<file path="src/hdl/assert_macros.svh">
// Assertion helpers shared by the formatter modules.
// Each helper checks on the rising clock edge and stays quiet while reset is held.
`ifndef ASSERT_MACROS_SVH
`define ASSERT_MACROS_SVH

`ifndef SYNTHESIS

// Check a condition on every clock edge
`define ASSERT_ALWAYS(name, clk, rst_n, cond, msg) \
  name: assert property (@(posedge clk) disable iff (!rst_n) (cond)) else $error(msg);

// Check a consequence in the same cycle
`define ASSERT_IMPLIES(name, clk, rst_n, pre, post, msg) \
  name: assert property (@(posedge clk) disable iff (!rst_n) (pre) |-> (post)) else $error(msg);

// Check a consequence in the next cycle
`define ASSERT_NEXT(name, clk, rst_n, pre, post, msg) \
  name: assert property (@(posedge clk) disable iff (!rst_n) (pre) |=> (post)) else $error(msg);

`else

`define ASSERT_ALWAYS(name, clk, rst_n, cond, msg)
`define ASSERT_IMPLIES(name, clk, rst_n, pre, post, msg)
`define ASSERT_NEXT(name, clk, rst_n, pre, post, msg)

`endif

`endif

</file>
<file path="src/hdl/pif_pkg.sv">
package pif_pkg;

  // Field widths of a request and a character
  localparam int VAL_W     = 64;
  localparam int FW_W      = 6;
  localparam int PREC_W    = 7;
  localparam int OP_W      = 3;
  localparam int CHAR_W    = 8;
  localparam int FLAG_CNT  = 3;
  localparam int IN_DATA_W = ((VAL_W + FW_W + PREC_W + FLAG_CNT + 7) / 8) * 8;

  // Saturation limits
  localparam int MAX_FIELD_WIDTH = 60;
  localparam int MAX_PRECISION   = 60;

  // Digit store: 22 octal digits cover 64 bits, decimal needs 20, hex 16
  localparam int DIGIT_W    = 4;
  localparam int NUM_DIGITS = 22;
  localparam int DIG_IDX_W  = $clog2(NUM_DIGITS);
  localparam int ND_W       = $clog2(NUM_DIGITS + 1);
  localparam int BIT_CNT_W  = $clog2(VAL_W);

  // Longest conversion: "0x" plus a padded field of 60
  localparam int MAX_CHARS = MAX_FIELD_WIDTH + 2;
  localparam int POS_W     = $clog2(MAX_CHARS + 1);

  // ASCII codes
  localparam logic [CHAR_W-1:0] CH_SPACE   = 8'h20;
  localparam logic [CHAR_W-1:0] CH_PLUS    = 8'h2B;
  localparam logic [CHAR_W-1:0] CH_MINUS   = 8'h2D;
  localparam logic [CHAR_W-1:0] CH_ZERO    = 8'h30;
  localparam logic [CHAR_W-1:0] CH_X       = 8'h78;
  localparam logic [CHAR_W-1:0] CH_UPPER_A = 8'h41;
  localparam logic [CHAR_W-1:0] CH_LOWER_A = 8'h61;

  typedef enum logic [OP_W-1:0] {
    OP_SDEC = 3'd0,
    OP_UDEC = 3'd1,
    OP_OCT  = 3'd2,
    OP_HEXL = 3'd3,
    OP_HEXU = 3'd4,
    OP_PTR  = 3'd5
  } op_e;

  typedef enum logic [1:0] {
    RADIX_DEC,
    RADIX_OCT,
    RADIX_HEX
  } radix_e;

  typedef logic [NUM_DIGITS-1:0][DIGIT_W-1:0] digits_t;

  // Request to the digit converter
  typedef struct packed {
    logic              start;
    radix_e            radix;
    logic [VAL_W-1:0]  value;
  } conv_req_t;

  // Status from the digit converter
  typedef struct packed {
    logic            done;
    logic [ND_W-1:0] nd;
  } conv_sts_t;

  // Map one digit to its ASCII character
  function automatic logic [CHAR_W-1:0] digit_char(logic [DIGIT_W-1:0] d, logic upper);
    if (d < 4'd10) begin
      return CH_ZERO + {4'h0, d};
    end
    return (upper ? CH_UPPER_A : CH_LOWER_A) + {4'h0, d} - 8'd10;
  endfunction

endpackage

</file>
<file path="src/hdl/printf_integer_formatter.sv">
// Integer conversion formatter: takes one request (operation in tuser; value, width,
// precision and the left-align, zero-pad and plus-sign flags in tdata) and sends the
// formatted ASCII text one character per transaction, tlast on the final character.
// Requests are handled one at a time: a request is accepted, converted bit-serially (one
// value bit per cycle through the digit shift chain, then a completion flag), the field
// is planned and then its characters are sent, 1 to 62 of them, one per cycle while the
// output side is ready. Operation codes 6 and 7 are accepted and dropped without
// output.
`include "assert_macros.svh"

module printf_integer_formatter #(
  parameter int FIELD_WIDTH_MAX = pif_pkg::MAX_FIELD_WIDTH,
  parameter int PRECISION_MAX   = pif_pkg::MAX_PRECISION
) (
  input  logic                          clk_i,
  input  logic                          rst_ni,
  input  logic                          s_axis_tvalid,
  output logic                          s_axis_tready,
  // value[63:0], field_width[69:64], precision[76:70], left_align[77],
  // zero_pad[78], plus_sign[79]
  input  logic [pif_pkg::IN_DATA_W-1:0] s_axis_tdata,
  // operation[2:0]
  input  logic [pif_pkg::OP_W-1:0]      s_axis_tuser,
  output logic                          m_axis_tvalid,
  input  logic                          m_axis_tready,
  // character[7:0]
  output logic [pif_pkg::CHAR_W-1:0]    m_axis_tdata,
  output logic                          m_axis_tlast
);
  import pif_pkg::*;

  typedef enum logic [1:0] {
    ST_IDLE,
    ST_CONV,
    ST_PLAN,
    ST_EMIT
  } state_e;

  localparam int PW = POS_W + 1;

  // Request fields
  op_e               op_in;
  logic [VAL_W-1:0]  value_in;
  logic [FW_W-1:0]   fw_in;
  logic [PREC_W-1:0] prec_in;
  logic              left_in;
  logic              zpad_in;
  logic              plus_in;

  logic              op_ok;
  logic              is_sdec;
  logic              is_ptr;
  logic              neg_in;
  logic [VAL_W-1:0]  mag_in;
  logic [FW_W-1:0]   width_sat;
  logic [FW_W-1:0]   width_in;
  logic [FW_W-1:0]   prec_sat;
  logic              pc_in;
  logic [1:0]        plen_in;
  radix_e            radix_in;
  logic              accept;

  // Registered request attributes
  state_e            state_q;
  logic              left_q;
  logic              zpad_q;
  logic              prec_given_q;
  logic [FW_W-1:0]   prec_q;
  logic [FW_W-1:0]   width_q;
  logic              pc_q;
  logic [1:0]        plen_q;
  logic              neg_q;
  logic              ptr_q;
  logic              upper_q;

  // Field plan: segment boundaries in character positions
  logic [POS_W-1:0]  b1_q, b2_q, b3_q, b4_q, total_q;
  logic [PW-1:0]     nd_w, zeros_c, spaces_c, used_c;
  logic [PW-1:0]     b1_c, b2_c, b3_c, b4_c, total_c;

  // Emission
  logic [POS_W-1:0]  pos_q;
  logic [POS_W-1:0]  dig_pos;
  logic [CHAR_W-1:0] char_c;
  logic              last_c;
  logic              emit_fire;
  logic              m_valid_q;
  logic [CHAR_W-1:0] m_data_q;
  logic              m_last_q;

  conv_req_t         conv_req;
  conv_sts_t         conv_sts;
  digits_t           digits;

  // Unpack the request
  assign op_in    = op_e'(s_axis_tuser);
  assign value_in = s_axis_tdata[VAL_W-1:0];
  assign fw_in    = s_axis_tdata[VAL_W +: FW_W];
  assign prec_in  = s_axis_tdata[VAL_W + FW_W +: PREC_W];
  assign left_in  = s_axis_tdata[VAL_W + FW_W + PREC_W];
  assign zpad_in  = s_axis_tdata[VAL_W + FW_W + PREC_W + 1];
  assign plus_in  = s_axis_tdata[VAL_W + FW_W + PREC_W + 2];

  assign s_axis_tready = (state_q == ST_IDLE);
  assign accept        = s_axis_tvalid && s_axis_tready;
  assign op_ok         = (s_axis_tuser <= OP_PTR);
  assign is_sdec       = (op_in == OP_SDEC);
  assign is_ptr        = (op_in == OP_PTR);
  assign neg_in        = is_sdec && value_in[VAL_W-1];
  assign mag_in        = neg_in ? (~value_in + VAL_W'(1)) : value_in;

  // Saturate width and precision, take two off a pointer's width for the prefix
  always_comb begin
    width_sat = (fw_in > FW_W'(FIELD_WIDTH_MAX)) ? FW_W'(FIELD_WIDTH_MAX) : fw_in;
    width_in  = width_sat;
    if (is_ptr) begin
      width_in = (width_sat > FW_W'(2)) ? width_sat - FW_W'(2) : '0;
    end
    prec_sat = (prec_in[FW_W-1:0] > FW_W'(PRECISION_MAX)) ? FW_W'(PRECISION_MAX)
                                                          : prec_in[FW_W-1:0];
    pc_in   = is_sdec && (neg_in || plus_in);
    plen_in = is_ptr ? 2'd2 : {1'b0, pc_in};
  end

  // Pick the digit base
  always_comb begin
    unique case (op_in)
      OP_SDEC, OP_UDEC: radix_in = RADIX_DEC;
      OP_OCT:           radix_in = RADIX_OCT;
      default:          radix_in = RADIX_HEX;
    endcase
  end

  assign conv_req.start = accept && op_ok;
  assign conv_req.radix = radix_in;
  assign conv_req.value = mag_in;

  pif_digit_conv u_conv (
    .clk_i    (clk_i),
    .rst_ni   (rst_ni),
    .req_i    (conv_req),
    .sts_o    (conv_sts),
    .digits_o (digits)
  );

  // Size the zero and space runs from the digit count
  always_comb begin
    nd_w    = PW'(conv_sts.nd);
    zeros_c = '0;
    if (prec_given_q && PW'(prec_q) > nd_w) begin
      zeros_c = PW'(prec_q) - nd_w;
    end
    if (zpad_q && !left_q && !prec_given_q && PW'(width_q) > nd_w + PW'(pc_q)) begin
      zeros_c = PW'(width_q) - nd_w - PW'(pc_q);
    end
    used_c   = nd_w + zeros_c + PW'(pc_q);
    spaces_c = (PW'(width_q) > used_c) ? PW'(width_q) - used_c : '0;
    b1_c     = left_q ? '0 : spaces_c;
    b2_c     = b1_c + PW'(plen_q);
    b3_c     = b2_c + zeros_c;
    b4_c     = b3_c + nd_w;
    total_c  = b4_c + (left_q ? spaces_c : '0);
  end

  // Choose the character at the current position
  assign dig_pos = b4_q - pos_q - POS_W'(1);

  always_comb begin
    priority if (pos_q < b1_q) begin
      char_c = CH_SPACE;
    end else if (pos_q < b2_q) begin
      if (ptr_q) begin
        char_c = (pos_q == b1_q) ? CH_ZERO : CH_X;
      end else begin
        char_c = neg_q ? CH_MINUS : CH_PLUS;
      end
    end else if (pos_q < b3_q) begin
      char_c = CH_ZERO;
    end else if (pos_q < b4_q) begin
      char_c = digit_char(digits[dig_pos[DIG_IDX_W-1:0]], upper_q);
    end else begin
      char_c = CH_SPACE;
    end
  end

  assign last_c    = (pos_q == total_q - POS_W'(1));
  assign emit_fire = (state_q == ST_EMIT) && (!m_valid_q || m_axis_tready);

  // Sequencer and output register
  always_ff @(posedge clk_i or negedge rst_ni) begin
    if (!rst_ni) begin
      state_q   <= ST_IDLE;
      pos_q     <= '0;
      m_valid_q <= 1'b0;
      m_data_q  <= '0;
      m_last_q  <= 1'b0;
    end else begin
      if (m_valid_q && m_axis_tready && !emit_fire) begin
        m_valid_q <= 1'b0;
      end
      unique case (state_q)
        ST_IDLE: begin
          if (accept && op_ok) begin
            state_q <= ST_CONV;
          end
        end
        ST_CONV: begin
          if (conv_sts.done) begin
            state_q <= ST_PLAN;
          end
        end
        ST_PLAN: begin
          pos_q   <= '0;
          state_q <= ST_EMIT;
        end
        ST_EMIT: begin
          if (emit_fire) begin
            m_valid_q <= 1'b1;
            m_data_q  <= char_c;
            m_last_q  <= last_c;
            pos_q     <= pos_q + POS_W'(1);
            if (last_c) begin
              state_q <= ST_IDLE;
            end
          end
        end
        default: state_q <= ST_IDLE;
      endcase
    end
  end

  // Hold the request attributes and the field plan
  always_ff @(posedge clk_i) begin
    if (accept) begin
      left_q       <= left_in;
      zpad_q       <= zpad_in;
      prec_given_q <= !prec_in[PREC_W-1];
      prec_q       <= prec_sat;
      width_q      <= width_in;
      pc_q         <= pc_in;
      plen_q       <= plen_in;
      neg_q        <= neg_in;
      ptr_q        <= is_ptr;
      upper_q      <= (op_in == OP_HEXU);
    end
    if (state_q == ST_PLAN) begin
      b1_q    <= b1_c[POS_W-1:0];
      b2_q    <= b2_c[POS_W-1:0];
      b3_q    <= b3_c[POS_W-1:0];
      b4_q    <= b4_c[POS_W-1:0];
      total_q <= total_c[POS_W-1:0];
    end
  end

  assign m_axis_tvalid = m_valid_q;
  assign m_axis_tdata  = m_data_q;
  assign m_axis_tlast  = m_last_q;

  `ASSERT_IMPLIES(a_pos_in_range, clk_i, rst_ni, state_q == ST_EMIT, pos_q < total_q, "character position past the field")
  `ASSERT_IMPLIES(a_done_in_conv, clk_i, rst_ni, conv_sts.done, state_q == ST_CONV, "conversion finished outside the conversion state")
  `ASSERT_NEXT(a_last_ends_item, clk_i, rst_ni, emit_fire && last_c, (state_q == ST_IDLE) && m_axis_tlast, "final character did not end the request")

endmodule

</file>
<file path="src/hdl/pif_digit_conv.sv">
`include "assert_macros.svh"

module pif_digit_conv (
  input  logic               clk_i,
  input  logic               rst_ni,
  input  pif_pkg::conv_req_t req_i,
  output pif_pkg::conv_sts_t sts_o,
  output pif_pkg::digits_t   digits_o
);
  import pif_pkg::*;

  localparam logic [BIT_CNT_W-1:0] LAST_BIT = BIT_CNT_W'(VAL_W - 1);

  logic                 busy_q;
  logic                 done_q;
  logic [BIT_CNT_W-1:0] bit_cnt_q;
  logic [ND_W-1:0]      nd_q;
  radix_e               radix_q;
  logic [VAL_W-1:0]     val_q;
  digits_t              dig_q;
  digits_t              dig_d;
  logic [NUM_DIGITS-1:0] carry;
  logic                 grow;

  // Shift one value bit into the digit chain, correcting decimal digits first
  always_comb begin
    logic [DIGIT_W-1:0] corr;
    carry    = '0;
    carry[0] = val_q[VAL_W-1];
    for (int i = 0; i < NUM_DIGITS; i++) begin
      corr = dig_q[i];
      if (radix_q == RADIX_DEC && dig_q[i] >= 4'd5) begin
        corr = dig_q[i] + 4'd3;
      end
      if (radix_q == RADIX_OCT) begin
        dig_d[i] = {1'b0, dig_q[i][1:0], carry[i]};
        if (i < NUM_DIGITS - 1) begin
          carry[i+1] = dig_q[i][2];
        end
      end else begin
        dig_d[i] = {corr[2:0], carry[i]};
        if (i < NUM_DIGITS - 1) begin
          carry[i+1] = corr[3];
        end
      end
    end
  end

  // The value only grows, so at most the next digit up turns nonzero
  assign grow = (nd_q < ND_W'(NUM_DIGITS)) && (dig_d[nd_q[DIG_IDX_W-1:0]] != '0);

  // Control: bit counter, digit count, completion pulse
  always_ff @(posedge clk_i or negedge rst_ni) begin
    if (!rst_ni) begin
      busy_q    <= 1'b0;
      done_q    <= 1'b0;
      bit_cnt_q <= '0;
      nd_q      <= ND_W'(1);
      radix_q   <= RADIX_DEC;
    end else begin
      done_q <= 1'b0;
      if (req_i.start) begin
        busy_q    <= 1'b1;
        bit_cnt_q <= '0;
        nd_q      <= ND_W'(1);
        radix_q   <= req_i.radix;
      end else if (busy_q) begin
        bit_cnt_q <= bit_cnt_q + BIT_CNT_W'(1);
        if (grow) begin
          nd_q <= nd_q + ND_W'(1);
        end
        if (bit_cnt_q == LAST_BIT) begin
          busy_q <= 1'b0;
          done_q <= 1'b1;
        end
      end
    end
  end

  // Data: value shift register and digit store
  always_ff @(posedge clk_i) begin
    if (req_i.start) begin
      val_q <= req_i.value;
      dig_q <= '0;
    end else if (busy_q) begin
      val_q <= {val_q[VAL_W-2:0], 1'b0};
      dig_q <= dig_d;
    end
  end

  assign sts_o.done = done_q;
  assign sts_o.nd   = nd_q;
  assign digits_o   = dig_q;

  `ASSERT_ALWAYS(a_nd_range, clk_i, rst_ni, (nd_q != '0) && (nd_q <= ND_W'(NUM_DIGITS)), "digit count out of range")
  `ASSERT_IMPLIES(a_start_idle, clk_i, rst_ni, req_i.start, !busy_q, "conversion started while busy")
  `ASSERT_IMPLIES(a_done_after_busy, clk_i, rst_ni, done_q, $past(busy_q) && !busy_q, "done without a finished conversion")

endmodule

</file>
<file path="config.mk">
export PLATFORM = sky130hd
export DESIGN_NAME = printf_integer_formatter
export DESIGN_NICKNAME = d
export VERILOG_FILES = /design/src/hdl/pif_pkg.sv /design/src/hdl/printf_integer_formatter.sv /design/src/hdl/pif_digit_conv.sv
export VERILOG_INCLUDE_DIRS = /design/src /design/src/hdl
export SDC_FILE = /design/constraint.sdc
export NUM_CORES = 1
export LEC_CHECK = 0
export BUFFER_PORTS_ARGS = -buffer_cell sky130_fd_sc_hd__buf_2
export CAP_MARGIN = 20
export CORE_MARGIN = 5
export CORE_UTILIZATION = 63
export DETAILED_ROUTE_END_ITERATION = 12
export HOLD_SLACK_MARGIN = 0.08
export PLACE_DENSITY = 0.94
export SLEW_MARGIN = 10
export SYNTH_ARGS = -nofsm -noshare
export SYNTH_HDL_FRONTEND = slang
export SYNTH_HIERARCHICAL = 1
export SYNTH_SLANG_ARGS = --single-unit
</file>
<file path="constraint.sdc">
create_clock -name clk_i -period 9.3 [get_ports clk_i]
set_input_delay 0.465 -clock clk_i [delete_from_list [all_inputs] [get_ports clk_i]]
set_output_delay 0.465 -clock clk_i [all_outputs]
set_load 0.005 [all_outputs]
</file>
# Word level (Yosys, flattened, before mapping)
# Cells that the tools add are included.
[totals]
in_bits = 87
reg_bits = 236
elab_cells = 317
out_inout_bits = 11
[classes]
add_sub_neg = 44
order_cmp = 37
mux = 118
n_reduce_logical = 53
eq_ne = 15
bitwise_logic = 1
[op_table]
columns = ["operator", "n"]
rows = [
  ["$mux W64", 3],
  ["$mux W4", 45],
  ["$ge A4 B3 Y1 const B", 22],
  ["$add A4 B2 Y4 const B", 21],
  ["$add A64 B1 Y64 const B", 1],
  ["$not A64 Y64", 1],
  ["$mux W6", 10],
  ["$mux W8", 6],
  ["$bmux W4 S5", 2],
  ["$mux W1", 35],
  ["$logic_and A1 B1 Y1", 34],
  ["$mux W7", 4],
  ["$lt A6 B6 Y1", 4],
  ["$mux W5", 3],
  ["$sub A6 B5 Y7", 2],
  ["$add A6 B1 Y6 const B", 2],
  ["$add A6 B6 Y6", 2],
  ["$eq A6 B6 Y1", 2],
  ["$gt A6 B6 Y1 const B", 2],
  ["$lt A5 B6 Y1 const B", 2],
  ["$pmux W6 S2", 1],
  ["$mux W2", 5],
  ["$add A7 B4 Y8", 1],
  ["$pmux W2 S4", 1],
  ["41 further kinds", 57],
]

# Longest topological paths before layout
[depth]
ltp_word = 15
mapped_depth = 39
ltp_nobuf = 39

# Cells and area by module
# The synthesis kept the hierarchy.
[by_module_without_submodules]
columns = ["module", "n_inst", "area_per_inst_um2", "cells_per_inst", "seq_area_each_um2"]
rows = [
  ["pif_digit_conv", 1, 10168.5, 1106, 4060.1],
  ["printf_integer_formatter", 1, 7777.5, 830, 1926.8],
]

# Worst setup path before layout
# No wires, ideal clock.
[synth_path]
path_type = "reg2reg"
start = "register u_conv.nd_q[0]"
end = "register total_q[5], data pin"
path_buffers = 0
synth_period_minus_slack_ns = 7.769
required_ns = 9.032
arrival_ns = 7.501
path_stages_with_launch = 34
slack_ns = 1.531
setup_ns = 0.268
cell_sequence = "dfstp_2 ha_1 nand3_1 or3_1 ha_1 nand3_1 o31ai_1 a21o_1 o22ai_1 inv_1 fa_1 inv_1 fa_1 a21o_1 a21oi_1 xor2_1 ha_1 or2_2 o221a_2 o2111ai_1 nor2_1 ha_1 fa_1 fa_1 inv_1 fa_1 inv_1 ha_1 a21o_1 a21oi_1 o21bai_1 a21oi_1 xnor2_1 xnor3_1"
[synth_between]
elab_chain_cells = 13
word_cells_on_any_way = 21
[synth_lines]
columns = ["item", "line_no", "source"]
rows = [
  ["from (decl)", "pif_digit_conv.sv:17", "logic [ND_W-1:0] nd_q;"],
  ["from (signal assigned)", "pif_digit_conv.sv:70", "nd_q <= nd_q + ND_W'(1);"],
  ["branches (longest 4 deep; another with $sub A6 B5 Y7)", "--", ""],
  ["$add A5 B7 Y7 (*)", "printf_integer_formatter.sv:156", "used_c = nd_w + zeros_c + PW'(pc_q);"],
  ["$add A7 B1 Y7 (*)", "printf_integer_formatter.sv:156", ""],
  ["$sub A6 B6 Y6 / $gt A6 B7 Y1 (equally long branches)", "printf_integer_formatter.sv:157", "spaces_c = (PW'(width_q) > used_c) ? PW'(width_q) - used_c : '0;"],
  ["$mux W6 (*)", "printf_integer_formatter.sv:157", ""],
  ["$mux W6 (*)", "printf_integer_formatter.sv:158", "b1_c = left_q ? '0 : spaces_c;"],
  ["net b1_c[0]", "printf_integer_formatter.sv:79", "logic [PW-1:0] b1_c, b2_c, b3_c, b4_c, total_c;"],
  ["$add A6 B2 Y6 (*)", "printf_integer_formatter.sv:159", "b2_c = b1_c + PW'(plen_q);"],
  ["net b2_c[1]", "printf_integer_formatter.sv:79", ""],
  ["$add A6 B6 Y6 (*)", "printf_integer_formatter.sv:160", "b3_c = b2_c + zeros_c;"],
  ["net b3_c[1]", "printf_integer_formatter.sv:79", ""],
  ["$add A6 B5 Y6 (*)", "printf_integer_formatter.sv:161", "b4_c = b3_c + nd_w;"],
  ["net b4_c[1]", "printf_integer_formatter.sv:79", ""],
  ["$add A6 B6 Y6 (*)", "printf_integer_formatter.sv:162", "total_c = b4_c + (left_q ? spaces_c : '0);"],
  ["net total_c[5]", "printf_integer_formatter.sv:79", ""],
  ["to (signal assigned)", "printf_integer_formatter.sv:251", "total_q <= total_c[POS_W-1:0];"],
  ["to (decl)", "printf_integer_formatter.sv:77", "logic [POS_W-1:0] b1_q, b2_q, b3_q, b4_q, total_q;"],
]
# Mark *: on every way through the listed nets, which the timed path passes.
# A chain may end at the register's enable or synchronous reset.

# Worst setup path in the final report
# Same ends and word-level chain as after synthesis.

==> out/summary.txt <==
Crit Path Class: flop to flop
via count: 15,600
library cells used by synthesis: 91
Max clock buf depth: 3
area of the multi-input gates: 11,000 µm²
FF/Latch Area: 5990 µm²
Final Critical Period: 8.79 ns
fin. max-slew vios: 0
first-pass GRT wire length: 77,100 µm
top cell type's share of synthesized area: 19.1%
fmax: 0.114 GHz
synthesized area per cell: 9.27 µm²
Critical Path RT: 9.59 ns
H-tree depth: 1
top post-synthesis cells by area: edfxtp_1, dfxtp_1, ha_1, mux2_2, nor2_1
Initial Utilization: 64.2%
slowest cell delay on critical path: 0.60 ns
count of flip-flops with a built-in enable after synthesis: 114
clk slew on worst S/H paths: 0.06 ns
antenna-violating nets left: 0
worst-path maximum fanout: 6
Seq/Total Area, Yosys: 33.4%
pin count of the biggest net entering global routing: 104
setup TNS: 0 ns
RSZ-0062 raised after global routing: no
PortBufs: 96
initial antenna violation count: 0
Area Overhead vs Synth: 9.15%
WP data arrival: 9.08 ns
die area: 32,000 µm²
Syn Inst Count: 1,936
First-pass DRT Iterations: 5
Top FF cell, synth: edfxtp_1
Hold Crit Class: primary input to flop
fin crit share: 94.5%
Net Count, Synth: 2,166
synthesized area: 17,900 µm²
status: completed
CP Capture Type: flop
GRT Total Usage: 29.4%
core region area: 27,900 µm²
number of DRC markers in iteration 0: 1,454
Vias/cell: 6.52
most common cell after layout, fill and taps aside: nor2_1
Routed WL: 47,500 µm
YS warnings: 6
Critical Path Start Type: flop
Root Buffer: clkbuf_16
commonest non-fill, non-tap cells in the layout: nor2_1, inv_1, ha_1
clk_lat worst skew: 0.55 ns
hpwl dp: 32,500 µm
Setup Viol. Count Final: 0
Diodes inserted: 0
Fin. Hold Viols: 0
Rel. slew slack: 26.0%
Tightest Pin Transition: 1.11 ns
wire per inst: 19.9 µm
CTS buffer count: 27
register bit total from synthesis: 234
CTS tree: done
CP max stage cell: dfstp_2
total gr overflow: 0
fraction of layout cells with a size suffix above 1: 15.3%
GPL Wtd Cong: 0.940
CTS sink cnt: 234
Post-layout nets: 2,222
Die W: 179 µm
area leader, netlist: edfxtp_1
max-cap check violation count: 0
Core Rows: 61
Filler cells: 1,962
number of global-route vias before repair: 15,400
I/O pin count: 98
ys async rst share: 13.7%
Final Skew: 0.00829 ns
Die Height: 179 µm
residual DRC count: 0
## cell families (layout without fill, tap and decap cells)
| logic type | count (synthesis) | after routing | synth area share, % |
|---|---|---|---|
| simple gates | 589 | 589 | 16.8 |
| buf+inv | 235 | 312 | 5.20 |
| compound gates | 454 | 454 | 17.4 |
| fa+ha+maj | 143 | 143 | 10.5 |
| other cells | 1 | 1 | 0.0209 |
| mux | 144 | 144 | 10.1 |
| xor+xnor | 136 | 136 | 6.71 |
| flops | 234 | 234 | 33.4 |
## cells in the mapped netlist, drive strengths merged, types with 17 or more instances
cell,count
mux2i,43
o21ai,83
dfrtp,31
inv,148
dfxtp,88
mux2,79
o31ai,17
nand2b,31
a211oi,62
nand3,29
nor2,211
a31oi,18
mux4,22
nor4,19
and2,19
or2,24
nor3,40
xnor2,84
clkbuf,67
nand2,90
nand4,17
edfxtp,114
xor2,51
a21o,29
nor2b,33
a21oi,105
ha,131
buf,19
## final cells by class
type                       instances  area share (%)
inverter                         149            2.87
sequential                       234            30.6
clock inverter                    13           0.594
clock buffer                      37            3.96
multi-input combinational       1467            56.4
timing repair buffer             113            3.19
tap                              378            2.41
## what timing repair did
| item | CTS | global route |
|---|---|---|
| setup buffers | 0 | 0 |
| endpoints found under the hold margin | 32 | 0 |
| resized for setup | 0 | 3 |
| hold buffers | 2 | 0 |
| endpoints found under the setup margin | 0 | 1 |
## sequential cells by signal (all words and copies together) (netlist names), 2 cells and up
name              count
m_axis_tdata          7
width_q               6
plen_q                2
u_conv/digits_o      88
b1_q                  6
u_conv/val_q         64
u_conv/bit_cnt_q      6
u_conv/nd_q           5
b4_q                  6
u_conv/radix_q        2
prec_q                6
pos_q                 6
b2_q                  6
state_q               2
total_q               6
b3_q                  6
## worst paths after layout
check	start	to	slack [ns]	depth (start not counted)
worst min-delay path	s_axis_tdata[77]	left_q$_DFFE_PP_	0.1	1
max in group asynchronous	rst_ni	u_conv/busy_q$_DFF_PN0_	8.19	2
worst min register to register	m_axis_tdata[6]$_DFFE_PN0P_	m_axis_tdata[6]$_DFFE_PN0P_	0.50	1
worst max register to register	u_conv/nd_q[0]$_DFFE_PN1P_	total_q[5]$_DFFE_PP_	0.51	33
min in group asynchronous	rst_ni	m_axis_tlast$_DFFE_PN0P_	0.54	2
worst max-delay path	u_conv/nd_q[0]$_DFFE_PN1P_	total_q[5]$_DFFE_PP_	0.51	33
## per-layer routing
layer / share of wire, % / vias up / wire (µm) / global-route usage (%)
li1: - / 7145 / - / -
met1: 39 / 7440 / 18700 / 38.0
met2: 48 / 833 / 22600 / 49.4
met3: 9.3 / 181 / 4420 / 4.83
met4: 3.8 / 0 / 1830 / 12.1
met5: 0 / - / 0 / 0
## metrics by stage
stage                     hold slack [ns]  cells  utilization (%)  worst slack (ns)  cell area (µm²)
final                              0.0972   2391             70.1             0.509            19600
after global routing               0.0855   2391             70.1            0.0134            19600
after CTS                          0.0845   2390             70.0             0.435            19600
after detailed placement            0.488   2338             66.7             0.559            18600
after global placement              0.467   2338             66.7              1.01            18600
after floorplan                     0.169   1936                -              1.53            17900
## worst max-delay path: cells and delay by family (launching register included)
family / cells / cell delay (ns)
adder cells (fa/ha/maj): 10 / 3.54
AO/OA/AOI/OAI: 11 / 2.48
buffers and inverters: 4 / 0.34
flip-flops: 1 / 0.60
AND/OR/NAND/NOR: 5 / 1.05
XOR/XNOR: 3 / 0.53
Power is left out: the tool's default activity adds up to more than one toggle a clock period on the data nets, which glitch-free logic cannot reach.
